**src/pnpm_pkg.sv**
```systemverilog
`timescale 1ns / 1ps
`default_nettype none

package pnpm_pkg;

   // Longest name kept by default; further characters are dropped.
   localparam int unsigned NAME_MAX_CHARS_DEFAULT = 255;

   localparam int unsigned PATTERN_COUNT = 11;
   localparam int unsigned PATTERN_SLOTS = 17;
   localparam int unsigned SLOT_IDX_W    = 5;
   localparam int unsigned CHAR_W        = 16;
   localparam int unsigned LIMIT_W       = 8;
   localparam logic [LIMIT_W-1:0] SHORT_LIMIT_RESET = 8'd7;

   localparam logic [CHAR_W-1:0] UPPER_FIRST = 16'h0041;
   localparam logic [CHAR_W-1:0] UPPER_LAST  = 16'h005A;
   localparam logic [CHAR_W-1:0] CASE_OFFSET = 16'h0020;

   // Each pattern is right-aligned in its slot vector: the first character sits
   // in the most significant occupied byte, so position p lives at byte len-1-p.
   localparam logic [PATTERN_SLOTS*8-1:0] PATTERN_ROM [PATTERN_COUNT] = '{
      (PATTERN_SLOTS*8)'("\\pipe\\msagent"),
      (PATTERN_SLOTS*8)'("\\pipe\\mserv"),
      (PATTERN_SLOTS*8)'("\\pipe\\status_"),
      (PATTERN_SLOTS*8)'("\\pipe\\mojo."),
      (PATTERN_SLOTS*8)'("\\pipe\\postex_"),
      (PATTERN_SLOTS*8)'("\\pipe\\msf"),
      // The longest pattern fills every slot; it is spelt out byte by byte.
      136'h5c_70_69_70_65_5c_6d_65_74_65_72_70_72_65_74_65_72,
      (PATTERN_SLOTS*8)'("\\pipe\\backdoor"),
      (PATTERN_SLOTS*8)'("\\pipe\\c2"),
      (PATTERN_SLOTS*8)'("\\pipe\\cmd"),
      (PATTERN_SLOTS*8)'("\\pipe\\remote")
   };

   localparam logic [SLOT_IDX_W-1:0] PATTERN_LEN [PATTERN_COUNT] = '{
      5'd13, 5'd11, 5'd13, 5'd11, 5'd13, 5'd9, 5'd17, 5'd14, 5'd8, 5'd9, 5'd12
   };

   typedef struct packed {
      logic [CHAR_W-1:0] name_char;
      logic              last_char;
   } req_word_type;

   typedef struct packed {
      logic suspicious_name;
      logic short_name;
   } rsp_word_type;

endpackage

`default_nettype wire

```
**src/pipe_name_pattern_matcher.sv**
```systemverilog
// Latency: a result word is loaded into the output register in the cycle after the
// last character of a name is accepted; other characters produce no word.
// Throughput: one character word per cycle, bounded only by the single output
// register, which stalls the input while a finished result is held back.
// Reset (synchronous, active high): position counter to zero, every pattern
// marked as still matching, short-name limit to 7, output register empty.
`timescale 1ns / 1ps
`default_nettype none

module pipe_name_pattern_matcher #(
   parameter int unsigned NAME_MAX_CHARS = pnpm_pkg::NAME_MAX_CHARS_DEFAULT
) (
   input  wire                              clock,
   input  wire                              reset,
   input  wire                              req_valid,
   output logic                             req_stall,
   input  wire  pnpm_pkg::req_word_type     req_data,
   output logic                             rsp_valid,
   input  wire                              rsp_stall,
   output pnpm_pkg::rsp_word_type           rsp_data,
   input  wire                              csr_wr_en,
   input  wire  [pnpm_pkg::LIMIT_W-1:0]     csr_wr_data
);

   import pnpm_pkg::*;

   // The position counter must hold NAME_MAX_CHARS itself.
   localparam int unsigned POS_W = $clog2(NAME_MAX_CHARS + 1);
   localparam logic [POS_W-1:0] POS_MAX = POS_W'(NAME_MAX_CHARS);

   logic [POS_W-1:0]         pos_ff, pos_in;
   logic [PATTERN_COUNT-1:0] alive_ff, alive_in;
   logic [LIMIT_W-1:0]       limit_ff, limit_in;
   logic                     rsp_valid_ff, rsp_valid_in;
   rsp_word_type             rsp_data_ff, rsp_data_in;

   logic                     req_accept;
   logic [CHAR_W-1:0]        folded;
   logic                     counting;
   logic [POS_W-1:0]         kept_len;
   logic [PATTERN_COUNT-1:0] mismatch;
   logic [PATTERN_COUNT-1:0] alive_next;
   logic [PATTERN_COUNT-1:0] long_enough;
   logic [SLOT_IDX_W-1:0]    slot_idx [PATTERN_COUNT];

   // The input is held back only while a result sits in the output register
   // and the far side refuses it; otherwise that register drains and refills
   // in the same cycle, so one word per cycle flows through.
   assign req_stall  = rsp_valid_ff && rsp_stall;
   assign req_accept = req_valid && !req_stall;

   // Case folding covers ASCII capitals only.
   always_comb begin
      if (req_data.name_char >= UPPER_FIRST && req_data.name_char <= UPPER_LAST) begin
         folded = req_data.name_char + CASE_OFFSET;
      end else begin
         folded = req_data.name_char;
      end
   end

   // Once the counter saturates, characters are neither compared nor counted.
   assign counting = pos_ff < POS_MAX;
   assign kept_len = counting ? pos_ff + POS_W'(1) : pos_ff;

   // All eleven patterns are compared side by side. A pattern only sees the
   // positions it covers; characters beyond its end leave its bit alone.
   always_comb begin
      for (int i = 0; i < PATTERN_COUNT; i++) begin
         slot_idx[i]    = PATTERN_LEN[i] - SLOT_IDX_W'(1) - pos_ff[SLOT_IDX_W-1:0];
         mismatch[i]    = 1'b0;
         if (counting && (pos_ff < POS_W'(PATTERN_LEN[i]))) begin
            mismatch[i] = folded != {8'h00, PATTERN_ROM[i][{slot_idx[i], 3'b000} +: 8]};
         end
         long_enough[i] = kept_len >= POS_W'(PATTERN_LEN[i]);
      end
   end

   assign alive_next = alive_ff & ~mismatch;

   always_comb begin
      pos_in       = pos_ff;
      alive_in     = alive_ff;
      limit_in     = csr_wr_en ? csr_wr_data : limit_ff;
      rsp_data_in  = rsp_data_ff;
      rsp_valid_in = rsp_valid_ff && rsp_stall;
      if (req_accept) begin
         if (req_data.last_char) begin
            // A pattern matches when it survived every position and the
            // name was long enough to cover all of it.
            rsp_data_in.suspicious_name = |(alive_next & long_enough);
            rsp_data_in.short_name      = ({{LIMIT_W{1'b0}}, kept_len}
                                           <= {{POS_W{1'b0}}, limit_ff});
            rsp_valid_in = 1'b1;
            pos_in       = '0;
            alive_in     = '1;
         end else begin
            pos_in   = kept_len;
            alive_in = alive_next;
         end
      end
   end

   always_ff @(posedge clock) begin
      if (reset) begin
         pos_ff       <= '0;
         alive_ff     <= '1;
         limit_ff     <= SHORT_LIMIT_RESET;
         rsp_valid_ff <= 1'b0;
      end else begin
         pos_ff       <= pos_in;
         alive_ff     <= alive_in;
         limit_ff     <= limit_in;
         rsp_valid_ff <= rsp_valid_in;
      end
   end

   always_ff @(posedge clock) begin
      rsp_data_ff <= rsp_data_in;
   end

   assign rsp_valid = rsp_valid_ff;
   assign rsp_data  = rsp_data_ff;

`ifndef NO_ASSERTIONS
   // A result only appears as the answer to an accepted last character.
   assert property (@(posedge clock) disable iff (reset)
      $rose(rsp_valid_ff) |-> $past(req_accept && req_data.last_char))
      else $error("result word without an accepted last character");

   // The per-name state is cleared after every name.
   assert property (@(posedge clock) disable iff (reset)
      (req_accept && req_data.last_char) |=> (pos_ff == '0 && alive_ff == '1))
      else $error("per-name state not cleared after a name");

   // The position counter saturates at the name limit.
   assert property (@(posedge clock) disable iff (reset)
      pos_ff <= POS_MAX)
      else $error("position counter beyond the name limit");

   // A pattern once lost within a name never comes back before its end.
   assert property (@(posedge clock) disable iff (reset)
      (req_accept && !req_data.last_char) |=> ((alive_ff & ~$past(alive_ff)) == '0))
      else $error("pattern revived within a name");
`endif

endmodule

`default_nettype wire
```
**config.mk**
```make
export PLATFORM = sky130hd
export DESIGN_NAME = pipe_name_pattern_matcher
export DESIGN_NICKNAME = d
export VERILOG_FILES = /design/src/pnpm_pkg.sv /design/src/pipe_name_pattern_matcher.sv
export SDC_FILE = /design/constraint.sdc
export NUM_CORES = 1
export LEC_CHECK = 0
export BUFFER_PORTS_ARGS = -buffer_cell sky130_fd_sc_hd__buf_2
export CAP_MARGIN = 25
export CORE_UTILIZATION = 30
export CTS_BUF_LIST = sky130_fd_sc_hd__clkbuf_4 sky130_fd_sc_hd__clkbuf_8
export CTS_CLUSTER_DIAMETER = 40
export DETAILED_ROUTE_END_ITERATION = 8
export GPL_TIMING_DRIVEN = 0
export PLACE_DENSITY = 0.42
export REMOVE_ABC_BUFFERS = 1
export SYNTH_ARGS = -nofsm -noshare
export SYNTH_HDL_FRONTEND = slang
export SYNTH_SLANG_ARGS = --single-unit
```
**constraint.sdc**
```tcl
create_clock -name clock -period 4.4 [get_ports clock]
set_clock_uncertainty 0.05 [all_clocks]
set_input_delay 0.66 -clock clock [delete_from_list [all_inputs] [get_ports clock]]
set_output_delay 0.66 -clock clock [all_outputs]
set_load 0.005 [all_outputs]
```
Word level (Yosys, flattened, before mapping)
Cells that the tools add are included.
{ "totals": {"ff_bits": 30, "out_inout_bits": 4, "elab_cells": 88, "input_bits": 30} }
{ "op_classes": {"n_addsub": 9, "muxes": 17, "order_cmp": 18, "n_shift": 11, "n_eq_ne": 11, "reduce_logical": 13, "bitwise": 3} }
{ "ops": {"columns": ["operator", "count"], "rows": [
  ["$shiftx A136 B9 Y8 const A", 11],
  ["$ne A16 B8 Y1", 11],
  ["$ge A8 B4 Y1 const B", 6],
  ["$lt A8 B4 Y1 const B", 6],
  ["$sub A4 B5 Y5 const A", 5],
  ["$and A11 B11 Y11", 2],
  ["$add A16 B6 Y16 const B", 1],
  ["$ge A16 B7 Y1 const B", 1],
  ["$le A16 B7 Y1 const B", 1],
  ["$mux W16", 1],
  ["$mux W8", 2],
  ["$mux W1", 13],
  ["$mux W11", 1],
  ["$not A11 Y11", 1],
  ["$reduce_or A11 Y1", 1],
  ["$logic_and A1 B1 Y1", 10],
  ["$add A8 B1 Y8 const B", 1],
  ["$ge A8 B5 Y1 const B", 1],
  ["$le A8 B8 Y1", 1],
  ["$lt A8 B5 Y1 const B", 1],
  ["$lt A8 B8 Y1 const B", 1],
  ["$sub A3 B5 Y5 const A", 1],
  ["$sub A5 B5 Y5 const A", 1],
  ["$reduce_and A2 Y1", 1],
  ["$logic_not A1 Y1", 1]
]} }

Depth between registers and ports, before layout
Gate-level depths: netlist (run 1).
{ "depth": {"word_depth": 9, "mapped_depth": 18, "ltp_nobuf": 14} }

Worst setup path before layout (run 1)
Ideal clock, no wire load.
{ "synth_path": {"path_type": "register -> register", "startpoint": "reg pos_ff[0]", "endpoint": "reg rsp_data_ff (netlist bit rsp_data[1]) (data pin)", "slack_ps": 672, "synth_period_minus_slack_ps": 3728, "required_time_ps": 4084, "n_path_buf": 3, "arrival_time_ps": 3412, "setup_ps": 266, "stages_incl_launch_ff": 18, "cell_sequence": "dfxtp_1 -> buf_4 -> clkinv_1 -> ha_1 -> buf_2 -> inv_1 -> ha_1 -> buf_2 -> mux2_2 -> a2111oi_0 -> o22ai_1 -> xnor2_1 -> a31oi_1 -> o21ai_0 -> nand4b_1 -> nor2_1 -> a21oi_1 -> nand4b_1"} }
{ "synth_via": {"elab_chain_cells": 8, "elab_cells_between_ends": 68, "cone_classes": "add/sub (8); order compare (15); eq/ne (11); shift (11); mux (12); bitwise (3); reduce/logical (8)"} }
{ "synth_rtl": {"columns": ["element", "line", "source"], "rows": [
  ["start: declaration", "pipe_name_pattern_matcher.sv:31", "logic [POS_W-1:0] pos_ff, pos_in;"],
  ["start signal: assignment", "pipe_name_pattern_matcher.sv:110", "pos_ff <= pos_in;"],
  ["$sub A4 B5 Y5, or another cell as far along", "pipe_name_pattern_matcher.sv:69", "slot_idx[i] = PATTERN_LEN[i] - SLOT_IDX_W'(1) - pos_ff[SLOT_IDX_W-1:0];"],
  ["$shiftx A136 B9 Y8", "pipe_name_pattern_matcher.sv:72", "mismatch[i] = folded != {8'h00, PATTERN_ROM[i][{slot_idx[i], 3'b000} +: 8]};"],
  ["$ne A16 B8 Y1", "pipe_name_pattern_matcher.sv:72", null],
  ["$mux W1", "pipe_name_pattern_matcher.sv:71", "if (counting && (pos_ff < POS_W'(PATTERN_LEN[i]))) begin"],
  ["$not A11 Y11", "pipe_name_pattern_matcher.sv:78", "assign alive_next = alive_ff & ~mismatch;"],
  ["$and A11 B11 Y11", "pipe_name_pattern_matcher.sv:78", null],
  ["$and A11 B11 Y11 *", "pipe_name_pattern_matcher.sv:90", "rsp_data_in.suspicious_name = |(alive_next & long_enough);"],
  ["$reduce_or A11 Y1 *", "pipe_name_pattern_matcher.sv:90", null],
  ["end signal: assignment", "pipe_name_pattern_matcher.sv:118", "rsp_data_ff <= rsp_data_in;"],
  ["end: declaration", "pipe_name_pattern_matcher.sv:35", "rsp_word_type rsp_data_ff, rsp_data_in;"]
]} }
Mark *: on every way between the ends. The rest lies on a longest branch, timed or not.
A chain may end at the register's enable or synchronous reset.

Final worst setup path (run 1)
{ "layout_path": {"startpoint": "reg pos_ff[1]", "endpoint": "reg rsp_data_ff (netlist bit rsp_data[1]) (data pin)"} }
The elaborated chain is that of the path after synthesis.

==> run_results.csv, run 1 <==
group,metric,value,unit
floorplan,die_height,134.9,µm
logic_synthesis,syn_area,5295,µm²
timing,slew_viol_final,0,
route,firstDrtPassIters,7,
min_path,hp-class,"flip-flop to flip-flop",
timing,relSlewSlack,0.3033,
logic_synthesis,synth-edff-count,2,
clock_network,insertion_delay,0.28,ns
route,drt_wl_total,21.00,mm
worst_setup_path,slowest_stage,"dfxtp_4",
logic_synthesis,avgSynthCellArea,7.117,µm²
place,dp_cells,950,
worst_setup_path,cp_cell_sequence,"clkinvlp_4, buf_4, buf_4, ha_1, mux2_2, a22oi_1, xor2_1, and4_2, nor4_1, a2111oi_2, o211ai_1, a22o_1, o311a_1, nand4b_1",
logic_synthesis,ys.flop_type,"dfxtp_1",
global_route,antenna_found_initial,0,
logic_synthesis,yosysWarningCount,0,
floorplan,core,17240,µm²
clock_network,root_buffer,"clkbuf_8",
finish,drive_above_1_share,0.1539,
global_route,gr-usage-all-layers,0.2293,
worst_setup_path,path_max_fanout,23,
route,route.detailed.drc,0,
floorplan,start_util,0.3072,
clock_network,numCtsBuffers,5,
global_route,grt-ovfl-total,0,
timing,fin_crit,4.212,ns
route,drt_iter0_markers,462,
power_and_ir_drop,p_leak,2.200,nW
clock_network,cts_tree,"yes",
worst_setup_path,crit_buf_inv,3,
global_route,first_global_vias,5441,
timing,max_freq,237.4,MHz
worst_setup_path,cpMostUsedCell,"buf_4",
worst_setup_path,crit_path_start_kind,"flip-flop",
timing,finalHoldViolations,0,
timing,tightest_slew,1.036,ns
finish,syn_to_final_growth,10.49,%
clock_network,cts_htree_levels,2,
route,num_vias,5882,
place,io_buffers,33,
floorplan,row_count,48,
route,viasPerCell,6.051,
route,wl_per_cell,21.60,µm
logic_synthesis,synth_cell_types,96,
worst_setup_path,end_kind,"flip-flop",
place,gp_congestion,0.8728,
route,antenna_left,0,
timing,timing.final.crit_share,0.9572,
floorplan,io_pins,34,
place,placedInstanceArea,5570,µm²
finish,fillers,1859,
global_route,grt_pass1_wl,31.84,mm
place,dp_hpwl,14.37,mm
logic_synthesis,ys_seq_elements,30,
worst_setup_path,critPathMaxStageDelay,0.59,ns
finish,stdcell_area,5851,µm²
power_and_ir_drop,vdd_ir_drop_max,152.4,µV
global_route,grt_max_degree,33,
power_and_ir_drop,power_density,151.0,nW/µm²
clock_network,clk_pin_slew,0.07,ns
job,drv_cap,0,
finish,stdcell_count,972,
worst_setup_path,cp.required,4.36,ns
worst_setup_path,arrival,4.17,ns
timing,setup_viol,0,
finish,diodes,0,
floorplan,die-area,18190,µm²
logic_synthesis,synth_commonest_cells,"nor2_1, o21ai_0, nand2_1",
logic_synthesis,synth_most_common_cell,"nor2_1",
logic_synthesis,synth_area_leaders,"dfxtp_1, ha_1, xnor2_1",
finish,nets,812,
worst_setup_path,path_class,"flip-flop to flip-flop",
finish,fin_util,0.3394,
clock_network,clockBufferDepth,2,
logic_synthesis,yosys.area.top_type,"dfxtp_1",
floorplan,fp.dieW,134.9,µm
clock_network,clkSinkCount,30,
worst_setup_path,path_delay_family,"compound AO/OA/AOI/OAI gates",
logic_synthesis,synth_top_area_frac,0.1059,
logic_synthesis,syn_inst,744,
logic_synthesis,ys_seq_area_frac,0.1172,
logic_synthesis,synthArstFlopShare,0,
status,status,"finished, final reports clean",
layer usage:
metal / global-route usage / share of wire / vias up
met5: 0 / 0 / -
met4: 0.08677 / 0.034 / 0
met3: 0.02140 / 0.054 / 53
met2: 0.3889 / 0.47 / 243
met1: 0.2997 / 0.44 / 2814
li1: - / - / 2772
kinds of logic after synthesis:
kind of cell,share of synthesized area
compound gates,0.3261
xor+xnor,0.08530
fa+ha+maj,0.08507
buf+inv,0.08270
flops,0.1172
mux,0.04230
simple gates,0.2613
final timing paths:
path                            cells past startpoint         from  slack [ns]     endpoint
worst min-delay path                                2  alive_ff[2]        0.42  alive_ff[2]
worst max-delay path                               14    pos_ff[1]        0.19  rsp_data[1]
worst min register to register                      2  alive_ff[2]        0.42  alive_ff[2]
worst max register to register                     14    pos_ff[1]        0.19  rsp_data[1]
registers in the layout, indices dropped and copies added, names as in the netlist:
signal and count:
alive_ff 11, limit_ff 8, pos_ff 8, rsp_data 2
rsp_valid 1
through the flow:
step            TNS (ns)  power (mW)  hold slack (ns)  worst slack (ns)
6_report               0      0.8835           0.4192            0.1884
5_1_grt        -0.004055      0.9422           0.4534         -0.004055
2_1_floorplan    -0.7197      0.5250           0.3841           -0.4516
3_3_place_gp      -23.42      0.6390           0.4020            -2.903
4_1_cts                0      0.8857           0.4153           0.05173
3_5_place_dp      -8.622      0.6540           0.4030            -1.404
layout by cell type, fill, tap and decap left out, drive strengths merged, types with 6 or more instances in the layout:
cell and instances:
buf 52, o211ai 15, nand2 59, ha 36, nor2 69, a21oi 53, o21ai 62, nand4 13
nor4 13, or2 6, nor3 29, clkinv 6, nor2b 9, mux2i 19, nand3 18, and3 8
xor2 6, a211oi 8, xnor2 43, nand2b 12, a22oi 12, inv 27, a31oi 21, o31ai 8
dfxtp 28
cell type report:
class	count	area [µm²]	share of cell area
flip-flops and latches	30	630.6	0.1078
repair buffers	52	399.1	0.06822
clock buffers	5	68.82	0.01176
well taps	225	281.5	0.04812
repair inverters	1	5.005	0.0008554
clock inverters	3	16.27	0.002780
multi-input cells	622	4304	0.7357
inverters	34	145.1	0.02481
power breakdown:
group | internal (mW) | switching [mW]
clock | 0.108 | 0.109
combinational | 0.140 | 0.225
sequential | 0.288 | 0.0134
total | 0.536 | 0.347
worst min-delay path, delay by kind of cell (launching register included):
kind / cells / cell delay [ns]
compound gates: 1 / 0.06
flops: 1 / 0.32
simple gates: 1 / 0.05
repair_timing:
| action | CTS | global route |
|---|---|---|
| gates cloned | 1 | 0 |
| pin swaps | 0 | 1 |
| hold buffers | 0 | 0 |
| setup endpoints to repair | 12 | 2 |
| buffers inserted | 4 | 9 |
| resized for setup | 16 | 8 |
Power figures use the tool's default switching activity.
==> run 2: changes to the inputs <==
Settings changed: CELL_PAD_IN_SITES_DETAIL_PLACEMENT set to 1, CELL_PAD_IN_SITES_GLOBAL_PLACEMENT set to 2, PLACE_DENSITY 0.42 to 0.67, SKIP_CTS_REPAIR_TIMING set to 1.
==> run_results.csv, run 2 (synthesized netlist as in run 1, its figures left out) <==
group,metric,value,unit
clock_network,clkSinkCount,30,
clock_network,insertion_delay,0.29,ns
worst_setup_path,arrival,4.20,ns
finish,final_cell_mix,"nor2_1, o21ai_0, nand2_1, a21oi_1, xnor2_1",
timing,tightest_slew,0.7997,ns
finish,drive_above_1_share,0.1580,
floorplan,io_pins,34,
place,io_buffers,33,
finish,stdcell_area,5939,µm²
floorplan,die-area,18190,µm²
worst_setup_path,crit_path_start_kind,"flip-flop",
timing,slew_viol_final,0,
status,status,"finished, final reports clean",
finish,fin_util,0.3446,
clock_network,clk_pin_slew,0.07,ns
place,dp_hpwl,15.69,mm
power_and_ir_drop,power_density,159.9,nW/µm²
timing,finalHoldViolations,0,
place,preCtsSetupSlack,-1.445,ns
place,gp_congestion,0.8514,
floorplan,row_count,48,
route,wl_per_cell,22.87,µm
clock_network,clockBufferDepth,2,
min_path,hp-class,"flip-flop to flip-flop",
timing,max_freq,236.0,MHz
global_route,grt_pass1_wl,33.79,mm
route,drt_wl_total,22.23,mm
timing,tns,0,ns
finish,final_common_cell,"nor2_1",
global_route,antenna_found_initial,0,
timing,fin_crit,4.238,ns
place,placedInstanceArea,5572,µm²
finish,reg.largest.list,"alive_ff: 11 flops, limit_ff: 8 flops, pos_ff: 8 flops",
timing,fin_ws,0.1620,ns
clock_network,cts_tree,"yes",
floorplan,core,17240,µm²
route,viasPerCell,6.112,
clock_network,cts_htree_levels,2,
timing,timing.final.crit_share,0.9632,
global_route,gr-usage-all-layers,0.2415,
place,dp_cells,951,
worst_setup_path,end_kind,"flip-flop",
floorplan,die_height,134.9,µm
power_and_ir_drop,p_leak,2.236,nW
route,route.detailed.drc,0,
power_and_ir_drop,vdd_ir_drop_max,234.5,µV
worst_setup_path,path_max_fanout,18,
finish,nets,812,
timing,relSlewSlack,0.4649,
clock_network,root_buffer,"clkbuf_8",
timing,setup_viol,0,
finish,diodes,0,
finish,largest_reg_flops,11,
worst_setup_path,cp.required,4.36,ns
timing,whs,0.4149,ns
clock_network,numCtsBuffers,5,
finish,fillers,2130,
worst_setup_path,path_class,"flip-flop to flip-flop",
floorplan,start_util,0.3072,
route,drt_iter0_markers,351,
finish,stdcell_count,972,
floorplan,fp.dieW,134.9,µm
route,firstDrtPassIters,5,
global_route,first_global_vias,5891,
route,num_vias,5941,
route,antenna_left,0,
global_route,grt-ovfl-total,0,
job,drv_cap,0,
global_route,grt_max_degree,44,
power_and_ir_drop,finalPower,0.9496,mW
finish,largest_register,"alive_ff",
finish,syn_to_final_growth,12.17,%
## run 2: routing by layer
layer,part of all wire,up-vias,global-route usage,routed length (µm)
met5,0,-,0,0
met4,0.028,0,0.07865,633
met3,0.042,33,0.01952,942
met2,0.49,174,0.4215,10990
met1,0.43,2965,0.3124,9656
li1,-,2769,-,-
## run 2: final cells by class
type	instances	area, µm²	area share
repair buffers	53	465.4	0.07837
flip-flops and latches	30	626.9	0.1055
clock buffers	8	110.1	0.01854
multi-input cells	622	4308	0.7253
well taps	225	281.5	0.04740
inverters	34	147.6	0.02486
## run 2: power by group
part	switching (mW)	total [mW]	internal, mW
clock network	0.111	0.269	0.158
registers	0.0135	0.302	0.288
logic	0.229	0.379	0.149
## run 2: worst max-delay path, stage by stage (launching register included)
cell and delay [ns]:
dfxtp_2 0.45, buf_16 0.22, ha_1 0.20, ha_1 0.53, mux2_2 0.39, a22oi_1 0.27
xor2_1 0.11, and4_2 0.25, nor4_1 0.42, a2111oi_2 0.13, o211ai_1 0.37, a22o_1 0.19
o311a_1 0.21, nand4b_1 0.15
## run 2: worst paths after layout
| check | startpoint | end | slack, ns | depth (start not counted) |
|---|---|---|---|---|
| max | pos_ff[2] | rsp_data[1] | 0.16 | 13 |
| min | alive_ff[2] | alive_ff[2] | 0.41 | 2 |
| max reg2reg | pos_ff[2] | rsp_data[1] | 0.16 | 13 |
| min reg2reg | alive_ff[2] | alive_ff[2] | 0.41 | 2 |
